[config.mk]
export PLATFORM = sky130hd
export DESIGN_NAME = llre_useq
export DESIGN_NICKNAME = d
export VERILOG_FILES = /design/src/rtl/llre_pkg.sv /design/src/rtl/llre_useq.sv
export SDC_FILE = /design/constraint.sdc
export NUM_CORES = 1
export LEC_CHECK = 0
export ABC_AREA = 1
export ABC_CLOCK_PERIOD_IN_PS = 2400
export BUFFER_PORTS_ARGS = -buffer_cell sky130_fd_sc_hd__buf_4
export CAP_MARGIN = 20
export CORE_MARGIN = 5
export CORE_UTILIZATION = 35
export CTS_CLUSTER_DIAMETER = 50
export CTS_CLUSTER_SIZE = 20
export DETAILED_ROUTE_END_ITERATION = 12
export HOLD_SLACK_MARGIN = 0.08
export PLACE_DENSITY = 0.57
export SLEW_MARGIN = 20
export SYNTH_ARGS = -nofsm -noshare
export SYNTH_HDL_FRONTEND = slang
export SYNTH_SLANG_ARGS = --single-unit
[constraint.sdc]
create_clock -name clk -period 2.4 [get_ports clk]
set_input_delay 0 -clock clk [delete_from_list [all_inputs] [get_ports clk]]
set_output_delay 0 -clock clk [all_outputs]
set_load 0.02 [all_outputs]
[src/rtl/llre_pkg.sv]
`default_nettype none

package llre_pkg;

  localparam int CMD_W         = 3;
  localparam int ITEM_W        = 11;
  localparam int LEN_W         = 11;
  localparam int SUM_W         = 20;
  localparam int IN_DATA_W     = 32;
  localparam int OUT_DATA_W    = 24;
  localparam int CFG_ADDR_W    = 3;
  localparam int CFG_DATA_W    = 32;
  localparam int CFG_IDX_W     = CFG_ADDR_W - 2;
  localparam int MAX_ITEMS_DEF = 1024;
  localparam int UPC_W         = 6;

  localparam logic [LEN_W-1:0]     LEN_RESET       = LEN_W'(1024);
  localparam logic [CFG_IDX_W-1:0] REG_LIST_LENGTH = '0;

  typedef enum logic [CMD_W-1:0] {
    CMD_REBUILD = 3'd0,
    CMD_BEFORE  = 3'd1,
    CMD_AFTER   = 3'd2,
    CMD_SWAP    = 3'd3,
    CMD_REVERSE = 3'd4,
    CMD_QUERY   = 3'd5
  } cmd_t;

  typedef enum logic [2:0] {
    OP_NONE,
    OP_REBUILD,
    OP_BEFORE,
    OP_AFTER,
    OP_SWAP,
    OP_REVERSE,
    OP_QUERY
  } op_t;

  typedef enum logic [2:0] {
    RD_NONE,
    RD_A,
    RD_B,
    RD_ZERO,
    RD_NEXTQ
  } rd_src_t;

  typedef enum logic [3:0] {
    DP_NONE,
    DP_ALAR,
    DP_BL,
    DP_BR,
    DP_BLBR,
    DP_SWAP_IF,
    DP_TOGGLE,
    DP_SWEEP_INIT,
    DP_SWEEP_STEP,
    DP_QINIT,
    DP_QSTEP
  } dp_op_t;

  typedef enum logic [1:0] {
    WR_NONE,
    WR_JOIN,
    WR_SWEEP
  } wr_mode_t;

  typedef enum logic [2:0] {
    SRC_A,
    SRC_B,
    SRC_AL,
    SRC_AR,
    SRC_BL,
    SRC_BR
  } jsrc_t;

  typedef enum logic [2:0] {
    C_PREV_EQ_A,
    C_NEXT_EQ_B,
    C_NEXT_EQ_A,
    C_WALK_END,
    C_SWEEP_END,
    C_OUT_FREE
  } cond_sel_t;

  typedef enum logic [2:0] {
    J_NEXT,
    J_GOTO,
    J_HIT,
    J_UNTIL,
    J_DISPATCH
  } jmp_t;

  typedef struct packed {
    rd_src_t          rd;
    dp_op_t           dp;
    wr_mode_t         wr;
    jsrc_t            jl;
    jsrc_t            jr;
    cond_sel_t        cond;
    jmp_t             jmp;
    logic             emit;
    logic [UPC_W-1:0] target;
  } ctrl_t;

  typedef struct packed {
    logic accept;
    op_t  op;
    logic prev_eq_a;
    logic next_eq_b;
    logic next_eq_a;
    logic walk_end;
    logic sweep_end;
    logic out_free;
  } flags_t;

endpackage

`default_nettype wire

[src/rtl/llre_useq.sv]
`default_nettype none

module llre_useq (
  input  logic            clk,
  input  logic            rst_n,
  input  llre_pkg::flags_t flags,
  output llre_pkg::ctrl_t  ctrl
);

  import llre_pkg::*;

  localparam logic [UPC_W-1:0] UP_IDLE = UPC_W'(0);
  localparam logic [UPC_W-1:0] UP_RB0  = UPC_W'(1);
  localparam logic [UPC_W-1:0] UP_RB1  = UPC_W'(2);
  localparam logic [UPC_W-1:0] UP_RV   = UPC_W'(3);
  localparam logic [UPC_W-1:0] UP_PB0  = UPC_W'(4);
  localparam logic [UPC_W-1:0] UP_PB1  = UPC_W'(5);
  localparam logic [UPC_W-1:0] UP_PB2  = UPC_W'(6);
  localparam logic [UPC_W-1:0] UP_PB3  = UPC_W'(7);
  localparam logic [UPC_W-1:0] UP_PB4  = UPC_W'(8);
  localparam logic [UPC_W-1:0] UP_PB5  = UPC_W'(9);
  localparam logic [UPC_W-1:0] UP_PB6  = UPC_W'(10);
  localparam logic [UPC_W-1:0] UP_PB7  = UPC_W'(11);
  localparam logic [UPC_W-1:0] UP_PA0  = UPC_W'(12);
  localparam logic [UPC_W-1:0] UP_PA1  = UPC_W'(13);
  localparam logic [UPC_W-1:0] UP_PA2  = UPC_W'(14);
  localparam logic [UPC_W-1:0] UP_PA3  = UPC_W'(15);
  localparam logic [UPC_W-1:0] UP_PA4  = UPC_W'(16);
  localparam logic [UPC_W-1:0] UP_PA5  = UPC_W'(17);
  localparam logic [UPC_W-1:0] UP_PA6  = UPC_W'(18);
  localparam logic [UPC_W-1:0] UP_SW0  = UPC_W'(19);
  localparam logic [UPC_W-1:0] UP_SW1  = UPC_W'(20);
  localparam logic [UPC_W-1:0] UP_SW2  = UPC_W'(21);
  localparam logic [UPC_W-1:0] UP_SW3  = UPC_W'(22);
  localparam logic [UPC_W-1:0] UP_SW4  = UPC_W'(23);
  localparam logic [UPC_W-1:0] UP_SW5  = UPC_W'(24);
  localparam logic [UPC_W-1:0] UP_SW6  = UPC_W'(25);
  localparam logic [UPC_W-1:0] UP_SW7  = UPC_W'(26);
  localparam logic [UPC_W-1:0] UP_SW8  = UPC_W'(27);
  localparam logic [UPC_W-1:0] UP_SW9  = UPC_W'(28);
  localparam logic [UPC_W-1:0] UP_AJ0  = UPC_W'(29);
  localparam logic [UPC_W-1:0] UP_AJ1  = UPC_W'(30);
  localparam logic [UPC_W-1:0] UP_AJ2  = UPC_W'(31);
  localparam logic [UPC_W-1:0] UP_AJ3  = UPC_W'(32);
  localparam logic [UPC_W-1:0] UP_AJ4  = UPC_W'(33);
  localparam logic [UPC_W-1:0] UP_Q0   = UPC_W'(34);
  localparam logic [UPC_W-1:0] UP_Q1   = UPC_W'(35);
  localparam logic [UPC_W-1:0] UP_Q2   = UPC_W'(36);

  localparam ctrl_t CW_NOP = '{
    rd: RD_NONE, dp: DP_NONE, wr: WR_NONE, jl: SRC_A, jr: SRC_A,
    cond: C_PREV_EQ_A, jmp: J_NEXT, emit: 1'b0, target: UP_IDLE
  };

  function automatic ctrl_t join_word(input jsrc_t l, input jsrc_t r, input logic last);
    ctrl_t w;
    w    = CW_NOP;
    w.wr = WR_JOIN;
    w.jl = l;
    w.jr = r;
    if (last) begin
      w.jmp = J_GOTO;
    end
    return w;
  endfunction

  function automatic ctrl_t ucode(input logic [UPC_W-1:0] pc);
    ctrl_t w;
    w = CW_NOP;
    unique case (pc)
      UP_IDLE: w.jmp = J_DISPATCH;
      UP_RB0:  w.dp = DP_SWEEP_INIT;
      UP_RB1: begin
        w.wr   = WR_SWEEP;
        w.dp   = DP_SWEEP_STEP;
        w.cond = C_SWEEP_END;
        w.jmp  = J_UNTIL;
      end
      UP_RV: begin
        w.dp  = DP_TOGGLE;
        w.jmp = J_GOTO;
      end
      UP_PB0: w.rd = RD_B;
      UP_PB1: begin
        w.rd   = RD_A;
        w.cond = C_PREV_EQ_A;
        w.jmp  = J_HIT;
      end
      UP_PB2: w.dp = DP_ALAR;
      UP_PB3: w = join_word(SRC_AL, SRC_AR, 1'b0);
      UP_PB4: w.rd = RD_B;
      UP_PB5: w.dp = DP_BL;
      UP_PB6: w = join_word(SRC_BL, SRC_A, 1'b0);
      UP_PB7: w = join_word(SRC_A, SRC_B, 1'b1);
      UP_PA0: w.rd = RD_A;
      UP_PA1: begin
        w.dp   = DP_ALAR;
        w.cond = C_NEXT_EQ_B;
        w.jmp  = J_HIT;
      end
      UP_PA2: w = join_word(SRC_AL, SRC_AR, 1'b0);
      UP_PA3: w.rd = RD_B;
      UP_PA4: w.dp = DP_BR;
      UP_PA5: w = join_word(SRC_B, SRC_A, 1'b0);
      UP_PA6: w = join_word(SRC_A, SRC_BR, 1'b1);
      UP_SW0: w.rd = RD_B;
      UP_SW1: w.dp = DP_SWAP_IF;
      UP_SW2: w.rd = RD_A;
      UP_SW3: begin
        w.dp     = DP_ALAR;
        w.cond   = C_NEXT_EQ_B;
        w.jmp    = J_HIT;
        w.target = UP_AJ0;
      end
      UP_SW4: w.rd = RD_B;
      UP_SW5: w.dp = DP_BLBR;
      UP_SW6: w = join_word(SRC_BL, SRC_A, 1'b0);
      UP_SW7: w = join_word(SRC_A, SRC_BR, 1'b0);
      UP_SW8: w = join_word(SRC_AL, SRC_B, 1'b0);
      UP_SW9: w = join_word(SRC_B, SRC_AR, 1'b1);
      UP_AJ0: w.rd = RD_B;
      UP_AJ1: w.dp = DP_BR;
      UP_AJ2: w = join_word(SRC_B, SRC_A, 1'b0);
      UP_AJ3: w = join_word(SRC_AL, SRC_B, 1'b0);
      UP_AJ4: w = join_word(SRC_A, SRC_BR, 1'b1);
      UP_Q0: begin
        w.rd = RD_ZERO;
        w.dp = DP_QINIT;
      end
      UP_Q1: begin
        w.rd     = RD_NEXTQ;
        w.dp     = DP_QSTEP;
        w.cond   = C_WALK_END;
        w.jmp    = J_UNTIL;
        w.target = UP_Q2;
      end
      UP_Q2: begin
        w.emit = 1'b1;
        w.cond = C_OUT_FREE;
        w.jmp  = J_UNTIL;
      end
      default: w.jmp = J_GOTO;
    endcase
    return w;
  endfunction

  function automatic logic [UPC_W-1:0] entry(input op_t op);
    logic [UPC_W-1:0] pc;
    unique case (op)
      OP_REBUILD: pc = UP_RB0;
      OP_BEFORE:  pc = UP_PB0;
      OP_AFTER:   pc = UP_PA0;
      OP_SWAP:    pc = UP_SW0;
      OP_REVERSE: pc = UP_RV;
      OP_QUERY:   pc = UP_Q0;
      default:    pc = UP_IDLE;
    endcase
    return pc;
  endfunction

  logic [UPC_W-1:0] upc_r;
  logic [UPC_W-1:0] upc_nxt;
  logic             hit;

  assign ctrl = ucode(upc_r);

  always_comb begin
    unique case (ctrl.cond)
      C_PREV_EQ_A: hit = flags.prev_eq_a;
      C_NEXT_EQ_B: hit = flags.next_eq_b;
      C_NEXT_EQ_A: hit = flags.next_eq_a;
      C_WALK_END:  hit = flags.walk_end;
      C_SWEEP_END: hit = flags.sweep_end;
      C_OUT_FREE:  hit = flags.out_free;
      default:     hit = 1'b0;
    endcase
  end

  always_comb begin
    unique case (ctrl.jmp)
      J_NEXT:     upc_nxt = upc_r + UPC_W'(1);
      J_GOTO:     upc_nxt = ctrl.target;
      J_HIT:      upc_nxt = hit ? ctrl.target : upc_r + UPC_W'(1);
      J_UNTIL:    upc_nxt = hit ? ctrl.target : upc_r;
      J_DISPATCH: upc_nxt = flags.accept ? entry(flags.op) : upc_r;
      default:    upc_nxt = UP_IDLE;
    endcase
  end

  always_ff @(posedge clk) begin
    if (!rst_n) begin
      upc_r <= UP_RB0;
    end else begin
      upc_r <= upc_nxt;
    end
  end

endmodule

`default_nettype wire

# Yosys cells after proc, flatten, opt, wreduce, memory -nomap -nowiden
# Cells that the tools add are included.
[word_totals] out_inout_bits=28 n_memories=0 ram_bits=0 reg_bits=6 latch_bits=0 word_cells=87 mem_bits_ro=0 in_bits=12
[classes] bitwise=0 shifts=0 reduce_logical=18 multipliers=0 n_mux=14 add_sub_neg=1 magnitude_cmp=0 div=0 eq_ne=53
[op_table] operator="6-bit by 5-bit == test with 1-bit output (second input constant)" n=16
[op_table] operator="6-bit by 4-bit == test with 1-bit output (second input constant)" n=8
[op_table] operator="6-bit case mux with 7 select lines" n=1
[op_table] operator="4-bit case mux with 10 select lines" n=1
[op_table] operator="3-bit case mux with 4 select lines" n=3
[op_table] operator="6-bit case mux with 6 select lines" n=1
[op_table] operator="6-bit == test (second input constant)" n=5
[op_table] operator="6-bit case mux with 5 select lines" n=1
[op_table] operator="25-bit OR reduction" n=1
[op_table] operator="6-bit by 3-bit == test with 1-bit output (second input constant)" n=4
[op_table] operator="3-bit by 2-bit == test with 1-bit output (second input constant)" n=6
[op_table] operator="3-bit == test (second input constant)" n=6
[op_table] operator="6-bit two-way mux" n=3
[op_table] operator="3-bit OR reduction" n=5
[op_table] operator="13-bit OR reduction" n=1
[op_table] operator="6-bit by 2-bit == test with 1-bit output (second input constant)" n=2
[op_table] operator="6-bit case mux with 2 select lines" n=1
[op_table] operator="2-bit OR reduction" n=6
[op_table] operator="3-bit by 1-bit == test with 1-bit output (second input constant)" n=3
[op_table] operator="6-bit by 1-bit adder with 6-bit output (second input constant)" n=1
[op_table] operator="6-bit by 1-bit == test with 1-bit output (second input constant)" n=1
[op_table] operator="3-bit logical NOT" n=2
[op_table] operator="6-bit logical NOT" n=1
[op_table] operator="1-bit case mux with 6 select lines" n=1
[op_table] operator="other kinds (5)" n=6

# Longest topological paths before layout
# Gate-level depths: netlist of the first run.
[depth] ltp_word=7 mapped_depth=14 ltp_nobuf=14

# Worst setup path after synthesis of the first run
# Ideal clock, no wire load.
[synth_path] kind="register -> register" start="reg upc_r[0]" end="reg upc_r[5]" n_path_buf=0 t_arrival_ps=1926 required_time_ps=2280 path_slack_ps=354 synth_period_minus_slack_ps=2046 path_stages_with_launch=12 cell_sequence="dfxtp_1 -> inv_1 -> ha_1 -> nand3_1 -> nor2_1 -> nor2_1 -> nand4_1 -> nand3_2 -> o22ai_2 -> inv_2 -> o21ai_1 -> a21oi_1"
[synth_between] elab_chain_cells=7 elab_cells_between_ends=58
[synth_lines] item="start, declared" line="llre_useq.sv:161" source="logic [UPC_W-1:0] upc_r;"
[synth_lines] item="start signal, assigned" line="llre_useq.sv:194" source="upc_r <= upc_nxt;"
[synth_lines] item="6-bit by 5-bit == test with 1-bit output / 6-bit by 4-bit == test with 1-bit output (equally long branches)" line="llre_useq.sv:70" source="unique case (pc)"
[synth_lines] item="2-bit OR reduction (no source line)"
[synth_lines] item="3-bit case mux with 4 select lines" line="llre_useq.sv:70"
[synth_lines] item="3-bit == test, or another cell as far along" line="llre_useq.sv:168" source="unique case (ctrl.cond)"
[synth_lines] item="1-bit case mux with 6 select lines" line="llre_useq.sv:168"
[synth_lines] item="6-bit two-way mux / 2-bit inequality test (equally long branches)"
[synth_lines] item="6-bit case mux with 5 select lines / 2-bit AND reduction (equally long branches)"
# Several ways; a longest one is shown, not always the timed one. The select of a mux whose other input is x is not followed.
# A chain may end at the register's enable or synchronous reset.

# Final worst setup path of the first run
[layout_path] start="reg upc_r[0]" end="reg upc_r[2]"
# Same word-level chain as after synthesis.

==> reports/results.ini, run 1 <==
[sta]
fin_skew_ns=0.000312
hold_violations=0
min_period_ns=2.12
whs_ns=0.128
fmax_ghz=0.472
finalSetupViolCount=0
finalCritPeriodShare=0.883
fin_tns_setup_ns=0
slew_viol_final=0
rsz0062_at_grt=false

[setup_path]
required_ns=2.52
ff2ff_path_depth=12
r2r_end=upc_r[2]
critPathKind=flip-flop to flip-flop
crit_chain=inv_1 -> ha_1 -> nand2_1 -> inv_1 -> nand2_1 -> o21ai_2 -> nor2_4 -> nand3_4 -> o22ai_4 -> inv_2 -> nand2_1 -> a21oi_1
endpoint=upc_r[2]
start_kind=flip-flop
worstPathArrival_ns=2.24
slowest_delay_ns=0.39
worstSetupStartpoint=upc_r[0]
crit_path_frequent_cell=nand2_1
path_depth=12
r2r_start=upc_r[0]
reg2reg_slack_ns=0.28
cp-end-kind=flip-flop
cpLargestDelayFamily=simple AND/OR/NAND/NOR gates
path_max_fanout=6
crit_buf_inv=3
cp_slowest_cell=dfxtp_1

[drt]
wl_per_cell_um=12.0
drt_iter0_markers=56
ant_nets=0
vias=1466
wl_mm=3.62
drc=0
via_per_inst=4.85
drtPass1Iterations=4

[pwr]
peakVddDrop_mv=0.395
power_per_cell_area_nw_per_um2=908
p_leak_nw=0.887

[floorplan]
die_w_um=69.5
core_um2=3390
die_h_um=69.5
rows=21
pin_count=40
initial_core_util=0.366
die-area_um2=4830

[synth]
synth_compound_area_frac=0.122
synth_top_area_frac=0.139
yosys_warnings=0
yosys-top-cells-area=nor2_1 (14%), nand2_1 (13%), nand3_1 (11%), dfxtp_1 (9.7%), inv_1 (5.8%)
synth_edf_count=0
synth_nets=234
synthAdderAreaFrac=0.0404
yosysTopAreaCell=nor2_1
ys_seq_area_frac=0.0969
async_flop_share=0
synth-seq-cells=6
avgSynthCellArea_um2=5.69
ys.flop_type=dfxtp_1
ys_types=36
netlist_instances=218
synth_top_family_by_area=simple AND/OR/NAND/NOR gates
synth.most_common_cell=nor2_1
synthTopCellsByCount=nor2_1 (46), nand2_1 (43), nand3_1 (28), inv_1 (19), a21oi_1 (7)
yosys.area_share.simple=0.594
netlist_area_um2=1240
synthXorXnorAreaFrac=0.0212
synthMuxAreaShare=0

[grt]
track_usage=0.151
overflow=0
antenna_found_initial=0
grt_pass1_wl_mm=6.33
grt_pass1_vias=1425
grt_max_degree=17

[final_layout]
multi_input_area_um2=985
nets=274
drive_gt1_frac=0.285
largest_reg_flops=6
antenna_cells=0
seq_area_um2=120
regMostFlops=upc_r
top_regs=upc_r x6
syn_to_final_growth_pct=29.4
fill_cells=405

[clock_tree]
path_clk_slew_ns=0.04
clk_latency_ns=0.23
cts_tree=done
cts_root_buffer=clkbuf_4
cts.sinks=6
cts_max_level=1
numCtsBuffers=3
clk_path_buf_depth=2

[placement]
gp_congestion=0.851
dp_hpwl_mm=3.10
io_buffers=37

[run_status]
outcome=finished, final reports clean

[hold_path]
hp-class=input pin to flip-flop

[flow_run]
cap_violations=0

## timing repair
| action | CTS | global route |
|---|---|---|
| hold buffers | 1 | 0 |
| gates resized for setup | 0 | 3 |
| setup buffers | 0 | 0 |
| setup endpoints to repair | 0 | 4 |
| endpoints found under the hold margin | 3 | 0 |
## per-layer routing
| metal | vias to the layer above | share of wire | track usage | wire, um |
|---|---|---|---|---|
| met4 | 0 | 0 | 0.0174 | 0 |
| met2 | 20 | 0.49 | 0.262 | 1760 |
| li1 | 786 | - | - | - |
| met5 | - | 0 | 0 | 0 |
| met1 | 660 | 0.48 | 0.206 | 1730 |
| met3 | 0 | 0.035 | 0.0145 | 126 |
## metrics by stage
step	area (um2)	setup WS [ns]	std cells	utilization	power (W)
2_1_floorplan	1240	0.354	218	-	0.00101
3_3_place_gp	1560	0.202	298	0.459	0.00137
3_5_place_dp	1560	0.182	298	0.459	0.00137
4_1_cts	1590	0.182	302	0.468	0.00146
5_1_grt	1600	0.0430	302	0.473	0.00161
6_report	1600	0.280	302	0.473	0.00146
## worst register-to-register path, cell delays in order (launching register included)
cell and delay (ns):
dfxtp_1 0.39, inv_1 0.10, ha_1 0.27, nand2_1 0.18, inv_1 0.07, nand2_1 0.10, o21ai_2 0.10, nor2_4 0.17
nand3_4 0.12, o22ai_4 0.24, inv_2 0.09, nand2_1 0.09, a21oi_1 0.06
## power breakdown
| group | total, W | internal (W) | switching (W) |
|---|---|---|---|
| Combinational | 0.00121 | 0.000443 | 0.000764 |
| Clock | 0.0000852 | 0.0000561 | 0.0000292 |
| Sequential | 0.000165 | 0.000126 | 0.0000391 |
| Total | 0.00146 | 0.000625 | 0.000832 |
## worst min-delay path by stage
stage	start	slack [ns]	depth (start not counted)	endpoint
2_1_floorplan	rst_n	0.18	2	upc_r[3]
3_3_place_gp	rst_n	0.30	3	upc_r[4]
3_5_place_dp	rst_n	0.30	3	upc_r[3]
4_1_cts	flags[6]	0.13	4	upc_r[4]
5_1_grt	flags[9]	0.15	4	upc_r[1]
6_report	flags[6]	0.13	4	upc_r[4]
## cells in the final DEF, fill, tap and decap left out, drive strengths merged, types with 2 or more instances in the layout
master	instances
nand3	32
a21oi	8
buf	42
xor2	3
a31oi	2
nor3	4
ha	4
nand4	5
o21ai	11
nor2	55
inv	24
nand2	47
dfxtp	6
clkbuf	3
## kinds of logic (layout without fill, tap and decap cells)
group | count (synthesis) | in the layout
AO/OA/AOI/OAI | 25 | 25
flip-flops | 6 | 6
AND/OR/NAND/NOR | 146 | 146
buffers and inverters | 33 | 71
adder cells (fa/ha/maj) | 4 | 4
other | 1 | 1
XOR/XNOR | 3 | 3
## final cells by class
class                   instances  area share
inverters                      25      0.0585
repair buffers                 43       0.203
well taps                      46      0.0359
clock buffers                   3      0.0140
flip-flops and latches          6      0.0749
multi-input cells             179       0.614
Note: power is estimated with default switching activity, not from simulation.
==> inputs of run 2 (changes only) <==
--- a/config.mk
+++ b/config.mk
@@ -15,7 +15,6 @@
 export CTS_CLUSTER_SIZE = 20
 export DETAILED_ROUTE_END_ITERATION = 12
 export HOLD_SLACK_MARGIN = 0.08
-export PLACE_DENSITY = 0.57
 export SLEW_MARGIN = 20
 export SYNTH_ARGS = -nofsm -noshare
 export SYNTH_HDL_FRONTEND = slang
==> run 2 against run 1 <==
Clock power is 11% higher. Final cell count stayed put. Critical path type unchanged. Cell area is 0.55% lower. Global-route usage is 0.14 points lower. First-iteration DRC count is 75% higher. Largest cell class unchanged. Power is 0.42% higher. Setup slack worse by 0.055 ns. Largest power group unchanged. Sequential power hardly changed.
==> reports/results.ini, run 2 (synthesis results as in run 1) <==
[run_status]
outcome=finished, final reports clean  ; unchanged

[clock_tree]
path_clk_slew_ns=0.04  ; about the same
clk_latency_ns=0.25  ; was 0.23 ns
numCtsBuffers=3  ; unchanged
cts.sinks=6  ; unchanged
cts_tree=done  ; unchanged
clk_path_buf_depth=2  ; unchanged
cts_root_buffer=clkbuf_4  ; unchanged
cts_max_level=1  ; unchanged

[setup_path]
crit_chain=inv_1 -> ha_1 -> nand3_1 -> nor2_1 -> nand2_1 -> nand2_1 -> a21oi_1 -> nand3_2 -> a21oi_2 -> o21ai_1 -> nand2_1 -> o21ai_1 -> nor2_1  ; was inv_1 -> ha_1 -> nand2_1 -> inv_1 -> nand2_1 -> o21ai_2 -> nor2_4 -> nand3_4 -> o22ai_4 -> inv_2 -> nand2_1 -> a21oi_1
r2r_end=upc_r[4]  ; was upc_r[2]
path_depth=13  ; was 12
r2r_start=upc_r[0]  ; unchanged
endpoint=upc_r[4]  ; was upc_r[2]
cp-end-kind=flip-flop  ; unchanged
crit_path_frequent_cell=nand2_1  ; unchanged
worstSetupStartpoint=upc_r[0]  ; unchanged
required_ns=2.59  ; was 2.52 ns
cpLargestDelayFamily=simple AND/OR/NAND/NOR gates  ; unchanged
start_kind=flip-flop  ; unchanged
crit_buf_inv=1  ; was 3
critPathKind=flip-flop to flip-flop  ; unchanged
cp_slowest_cell=dfxtp_1  ; unchanged
slowest_delay_ns=0.39  ; about the same
reg2reg_slack_ns=0.23  ; was 0.28 ns
path_max_fanout=7  ; was 6
ff2ff_path_depth=13  ; was 12
worstPathArrival_ns=2.36  ; was 2.24 ns

[hold_path]
hp-class=input pin to flip-flop  ; unchanged

[drt]
drc=0  ; unchanged
drt_iter0_markers=98  ; was 56
drtPass1Iterations=4  ; unchanged
via_per_inst=5.00  ; was 4.85
wl_mm=3.63  ; was 3.62 mm
ant_nets=0  ; unchanged
vias=1510  ; was 1466
wl_per_cell_um=12.0  ; about the same

[placement]
dp.cells=298  ; unchanged
gp_congestion=0.846  ; was 0.851
dp_hpwl_mm=3.04  ; was 3.10 mm
place_ws_ns=0.241  ; was 0.182 ns
io_buffers=37  ; unchanged
dpl_cell_area_um2=1560  ; unchanged

[final_layout]
regMostFlops=upc_r  ; unchanged
stdcell_count=302  ; unchanged
layout_commonest_cell=nor2_1  ; unchanged
drive_gt1_frac=0.277  ; was 0.285
largest_reg_flops=6  ; unchanged
top_regs=upc_r x6  ; unchanged
layout_common_cells=nor2_1 (46), nand2_1 (43), buf_4 (42), nand3_1 (28), inv_1 (19)  ; was nor2_1 (46), nand2_1 (43), buf_4 (42), nand3_1 (27), inv_1 (19)
postLayoutCellArea_um2=1600  ; about the same
nets=274  ; unchanged
fill_cells=374  ; was 405
antenna_cells=0  ; unchanged
syn_to_final_growth_pct=28.7  ; was 29.4%

[floorplan]
die-area_um2=4830  ; unchanged
initial_core_util=0.366  ; unchanged
core_um2=3390  ; unchanged
pin_count=40  ; unchanged
die_h_um=69.5  ; unchanged
die_w_um=69.5  ; unchanged
rows=21  ; unchanged

[sta]
min_period_ns=2.17  ; was 2.12 ns
slew_viol_final=0  ; unchanged
fin_skew_ns=0.000172  ; was 0.000312 ns
rsz0062_at_grt=false  ; unchanged
finalSetupViolCount=0  ; unchanged
hold_violations=0  ; unchanged
layout_setup_ws_ns=0.225  ; was 0.280 ns
fmax_ghz=0.460  ; was 0.472 GHz
finalCritPeriodShare=0.906  ; was 0.883
fin_tns_setup_ns=0  ; unchanged

[grt]
grt_pass1_vias=1409  ; was 1425
grt_max_degree=17  ; unchanged
grt_pass1_wl_mm=6.20  ; was 6.33 mm
overflow=0  ; unchanged
track_usage=0.149  ; was 0.151
antenna_found_initial=0  ; unchanged

[pwr]
peakVddDrop_mv=0.409  ; was 0.395 mV
p_leak_nw=0.886  ; was 0.887 nW
power_per_cell_area_nw_per_um2=917  ; was 908 nW/um2

[flow_run]
cap_violations=0  ; unchanged

-- run 2: worst min path at each step --
stage	from	to	slack [ns]	cells past startpoint
floorplan	rst_n	upc_r[3]	0.18	2
global placement	rst_n	upc_r[3]	0.31	3
detailed placement	rst_n	upc_r[4]	0.30	3
CTS	flags[6]	upc_r[4]	0.12	4
global route	flags[9]	upc_r[5]	0.14	4
finish	flags[9]	upc_r[5]	0.1	4
-- run 2: worst reg2reg max path, delay by kind of cell, from the launching register on --
family | cells | cell delay (ns)
compound gates | 4 | 0.56
flops | 1 | 0.39
buf+inv | 1 | 0.11
simple gates | 7 | 0.79
fa+ha+maj | 1 | 0.25
-- run 2: area by class of cell --
class | instances | area, um2 | area share
well taps | 46 | 57.6 | 0.0361
inverters | 25 | 93.8 | 0.0588
repair buffers | 43 | 325 | 0.204
clock buffers | 3 | 22.5 | 0.0141
flip-flops and latches | 6 | 120 | 0.0753
multi-input cells | 179 | 976 | 0.612
-- run 2: metal layers --
layer	GRT usage	routed length, um	vias to the layer above
li1	-	-	791
met1	0.196	1700	663
met2	0.254	1670	49
met3	0.0203	209	7
met4	0.0390	54	0
met5	0	0	-
-- run 2: what timing repair did --
| item | 4_1_cts | 5_1_grt |
|---|---|---|
| setup endpoints to repair | 0 | 1 |
| gates resized for setup | 0 | 1 |
| buffers inserted | 0 | 0 |
| hold buffers | 1 | 0 |
| endpoints found under the hold margin | 5 | 0 |
-- run 2: stage by stage --
| stage | hold WS, ns | util | power (W) |
|---|---|---|---|
| floorplan | 0.184 | - | 0.00101 |
| global placement | 0.306 | 0.459 | 0.00136 |
| detailed placement | 0.302 | 0.459 | 0.00136 |
| CTS | 0.124 | 0.468 | 0.00146 |
| global route | 0.139 | 0.471 | 0.00161 |
| finish | 0.0968 | 0.471 | 0.00146 |
-- run 2: report_power, final --
| group | switching, W | internal (W) |
|---|---|---|
| Sequential | 0.0000421 | 0.000126 |
| Clock | 0.0000377 | 0.0000566 |
| Combinational | 0.000760 | 0.000441 |
==> inputs of run 3 (changes only) <==
--- a/config.mk
+++ b/config.mk
@@ -5,12 +5,13 @@
 export SDC_FILE = /design/constraint.sdc
 export NUM_CORES = 1
 export LEC_CHECK = 0
-export ABC_AREA = 1
+export ABC_AREA = 0
 export ABC_CLOCK_PERIOD_IN_PS = 2400
 export BUFFER_PORTS_ARGS = -buffer_cell sky130_fd_sc_hd__buf_4
 export CAP_MARGIN = 20
 export CORE_MARGIN = 5
 export CORE_UTILIZATION = 35
+export CTS_BUF_LIST = sky130_fd_sc_hd__clkbuf_4 sky130_fd_sc_hd__clkbuf_8
 export CTS_CLUSTER_DIAMETER = 50
 export CTS_CLUSTER_SIZE = 20
 export DETAILED_ROUTE_END_ITERATION = 12
==> run 3 against run 2 <==
The run now ends with setup timing left. Largest power group unchanged. Die area fell by 3.2%. Wire length is 45% higher. Utilization rose by 23 points. Setup slack got worse by 0.24 ns. Power grew 47%. Worst hold slack better by 0.099 ns.
==> reports/results.ini, run 3 <==
[run_status]
outcome=finished with violations  ; was finished, final reports clean
violations=setup timing

[floorplan]
die_w_um=68.4  ; was 69.5 um
die_h_um=68.4  ; was 69.5 um
pin_count=40  ; unchanged
initial_core_util=0.361  ; was 0.366
die-area_um2=4680  ; was 4830 um2
core_um2=3310  ; was 3390 um2
rows=21  ; unchanged

[synth]
synth.most_common_cell=nor2_1  ; unchanged
synth-seq-cells=6  ; unchanged
synthTopCellsByCount=nor2_1 (15), nand2_1 (14), o21ai_0 (14), a21oi_1 (13)  ; was nor2_1 (46), nand2_1 (43), nand3_1 (28), inv_1 (19), a21oi_1 (7)
yosysTopAreaCell=dfxtp_1  ; was nor2_1
yosys_warnings=0  ; unchanged
avgSynthCellArea_um2=6.63  ; was 5.69 um2
ys.flop_type=dfxtp_1  ; unchanged
netlist_instances=180  ; was 218
synth_edf_count=0  ; unchanged
yosys-top-cells-area=dfxtp_1 (10%), o21ai_0 (5.9%), a21oi_1 (5.5%), nor2_1 (4.7%), nand2_1 (4.4%)  ; was nor2_1 (14%), nand2_1 (13%), nand3_1 (11%), dfxtp_1 (9.7%), inv_1 (5.8%)
ys_seq_area_frac=0.101  ; was 0.0969
ys_types=55  ; was 36
synth_top_area_frac=0.101  ; was 0.139
async_flop_share=0  ; unchanged
netlist_area_um2=1190  ; was 1240 um2
synth_nets=196  ; was 234

[final_layout]
antenna_cells=0  ; unchanged
stdcell_count=318  ; was 302
syn_to_final_growth_pct=94.4  ; was 28.7%
top_regs=upc_r x6  ; unchanged
regMostFlops=upc_r  ; unchanged
layout_common_cells=buf_4 (99), nor2_1 (14), nand2_1 (13), o21ai_0 (9), a21oi_1 (7)  ; was nor2_1 (46), nand2_1 (43), buf_4 (42), nand3_1 (28), inv_1 (19)
drive_gt1_frac=0.577  ; was 0.277
nets=290  ; was 274
layout_commonest_cell=buf_4  ; was nor2_1
largest_reg_flops=6  ; unchanged

[pwr]
power_frac_comb=0.872  ; was 0.821
p_leak_nw=1.03  ; was 0.886 nW
switching_power_w=0.00102  ; was 0.000840 W
peakVddDrop_mv=0.535  ; was 0.409 mV
p_int_w=0.00114  ; was 0.000624 W
swShare=0.471  ; was 0.574
p_clk_frac=0.044  ; was 0.064
power_per_cell_area_nw_per_um2=929  ; was 917 nW/um2
power_frac_seq=0.084  ; was 0.115

[sta]
fin_skew_ns=0.00477  ; was 0.000172 ns
slew_viol_final=0  ; unchanged
min_period_ns=2.41  ; was 2.17 ns
rsz0062_at_grt=true  ; was false
layout_setup_ws_ns=-0.0141  ; was 0.225 ns
slew_headroom=0.540
fmax_ghz=0.414  ; was 0.460 GHz
worstMarginPinSlew_ns=0.672
finalCritPeriodShare=1.01  ; was 0.906
finalSetupViolCount=1  ; was 0
hold_violations=0  ; unchanged

[setup_path]
cpLargestDelayFamily=simple AND/OR/NAND/NOR gates  ; unchanged
reg2reg_slack_ns=-0.01  ; was 0.23 ns
path_max_fanout=6  ; was 7
crit_chain=ha_4 -> and3_2 -> o21ai_2 -> nand4_1 -> or4_4 -> a21o_4 -> buf_6 -> a32oi_2 -> o22ai_1  ; was inv_1 -> ha_1 -> nand3_1 -> nor2_1 -> nand2_1 -> nand2_1 -> a21oi_1 -> nand3_2 -> a21oi_2 -> o21ai_1 -> nand2_1 -> o21ai_1 -> nor2_1
ff2ff_path_depth=9  ; was 13
crit_buf_inv=1  ; unchanged
required_ns=2.52  ; was 2.59 ns
critPathKind=flip-flop to flip-flop  ; unchanged
r2r_end=upc_r[1]  ; was upc_r[4]
cp-end-kind=flip-flop  ; unchanged
cp_slowest_cell=or4_4  ; was dfxtp_1
worstPathArrival_ns=2.53  ; was 2.36 ns
r2r_start=upc_r[0]  ; unchanged
slowest_delay_ns=0.56  ; was 0.39 ns
start_kind=flip-flop  ; unchanged

[drt]
via_per_inst=5.58  ; was 5.00
drt_iter0_markers=150  ; was 98
ant_nets=0  ; unchanged
wl_per_cell_um=16.6  ; was 12.0 um
drc=0  ; unchanged
vias=1774  ; was 1510
drtPass1Iterations=4  ; unchanged
wl_mm=5.28  ; was 3.63 mm

[clock_tree]
numCtsBuffers=3  ; unchanged
clk_latency_ns=0.25  ; about the same
cts_root_buffer=clkbuf_4  ; unchanged
cts_max_level=1  ; unchanged
cts.sinks=6  ; unchanged
clk_path_buf_depth=2  ; unchanged
cts_tree=done  ; unchanged
path_clk_slew_ns=0.04  ; about the same

[placement]
gp_congestion=0.978  ; was 0.846
place_ws_ns=-0.278  ; was 0.241 ns
dp.cells=304  ; was 298
io_buffers=37  ; unchanged
dp_hpwl_mm=4.03  ; was 3.04 mm

[grt]
grt_pass1_vias=1725  ; was 1409
grt_max_degree=17  ; unchanged
grt_pass1_wl_mm=8.13  ; was 6.20 mm
antenna_found_initial=0  ; unchanged
track_usage=0.227  ; was 0.149
overflow=0  ; unchanged

[hold_path]
holdCritStartpoint=flags[9]  ; unchanged
hp-class=input pin to flip-flop  ; unchanged
hold-path-endpoint=upc_r[0]  ; was upc_r[5]
holdPathStages=4  ; unchanged

[flow_run]
cap_violations=0  ; unchanged

-- run 3: how the worst max path moves through the flow --
stage               slack [ns]      from  depth (start not counted)       end
floorplan                -0.02  upc_r[0]                          9  upc_r[2]
global placement         -0.13  upc_r[1]                          9  upc_r[0]
detailed placement       -0.28  upc_r[1]                          9  upc_r[0]
CTS                      -0.03  upc_r[0]                          9  upc_r[0]
global route             -0.15  upc_r[1]                         11  upc_r[1]
finish                   -0.01  upc_r[0]                          9  upc_r[1]
-- run 3: metal layers --
| layer | routed length [um] | vias up | GRT usage |
|---|---|---|---|
| met4 | 146 | 0 | 0.0670 |
| met2 | 2690 | 76 | 0.426 |
| met1 | 2130 | 830 | 0.267 |
| li1 | - | 850 | - |
| met5 | 0 | - | 0 |
| met3 | 305 | 18 | 0.0230 |
-- run 3: cells by family after synthesis --
group | after synthesis | synth area share
multiplexers | 3 | 0.0304
flip-flops | 6 | 0.101
AND/OR/NAND/NOR | 83 | 0.399
buffers and inverters | 28 | 0.123
AO/OA/AOI/OAI | 52 | 0.280
XOR/XNOR | 3 | 0.0220
adder cells (fa/ha/maj) | 4 | 0.0419
other | 1 | 0.00314
-- run 3: per-stage QoR --
stage	utilization	hold WS (ns)	total power (W)	TNS [ns]	cell area (um2)
2_1_floorplan	-	0.0718	0.000935	-0.0242	1250
3_3_place_gp	0.588	0.267	0.00163	-0.323	1950
3_5_place_dp	0.588	0.284	0.00165	-0.980	1950
4_1_cts	0.638	0.259	0.00192	-0.0310	2110
5_1_grt	0.701	0.201	0.00229	-0.713	2320
6_report	0.701	0.195	0.00216	-0.0141	2320
-- run 3: tightest hold or removal path: stages --
cell and delay [ns]:
buf_4 0.09, a22o_4 0.14, o311ai_4 0.08, nand3_2 0.08
-- run 3: cell type report --
type | count | area [um2]
Sequential cell | 6 | 134
Inverter | 9 | 38.8
Fill cell | 273 | 990
Tap cell | 46 | 57.6
Timing Repair Buffer | 108 | 857
Multi-Input combinational cell | 146 | 1210
Clock buffer | 3 | 22.5
-- run 3: timing repair --
item,4_1_cts,5_1_grt
hold buffers,4,0
buffers inserted,1,6
endpoints found under the setup margin,8,8
gates resized for setup,27,31
hold endpoints to repair,3,0
pin swaps,5,16
-- run 3: power by group through the flow --
| stage | sequential [W] | combinational [W] | clock (W) |
|---|---|---|---|
| floorplan | 0.000151 | 0.000784 | 0 |
| global placement | 0.000153 | 0.00148 | 0 |
| detailed placement | 0.000157 | 0.00149 | 0 |
| CTS | 0.000174 | 0.00165 | 0.0000938 |
| global route | 0.000185 | 0.00201 | 0.000102 |
| finish | 0.000181 | 0.00188 | 0.0000950 |
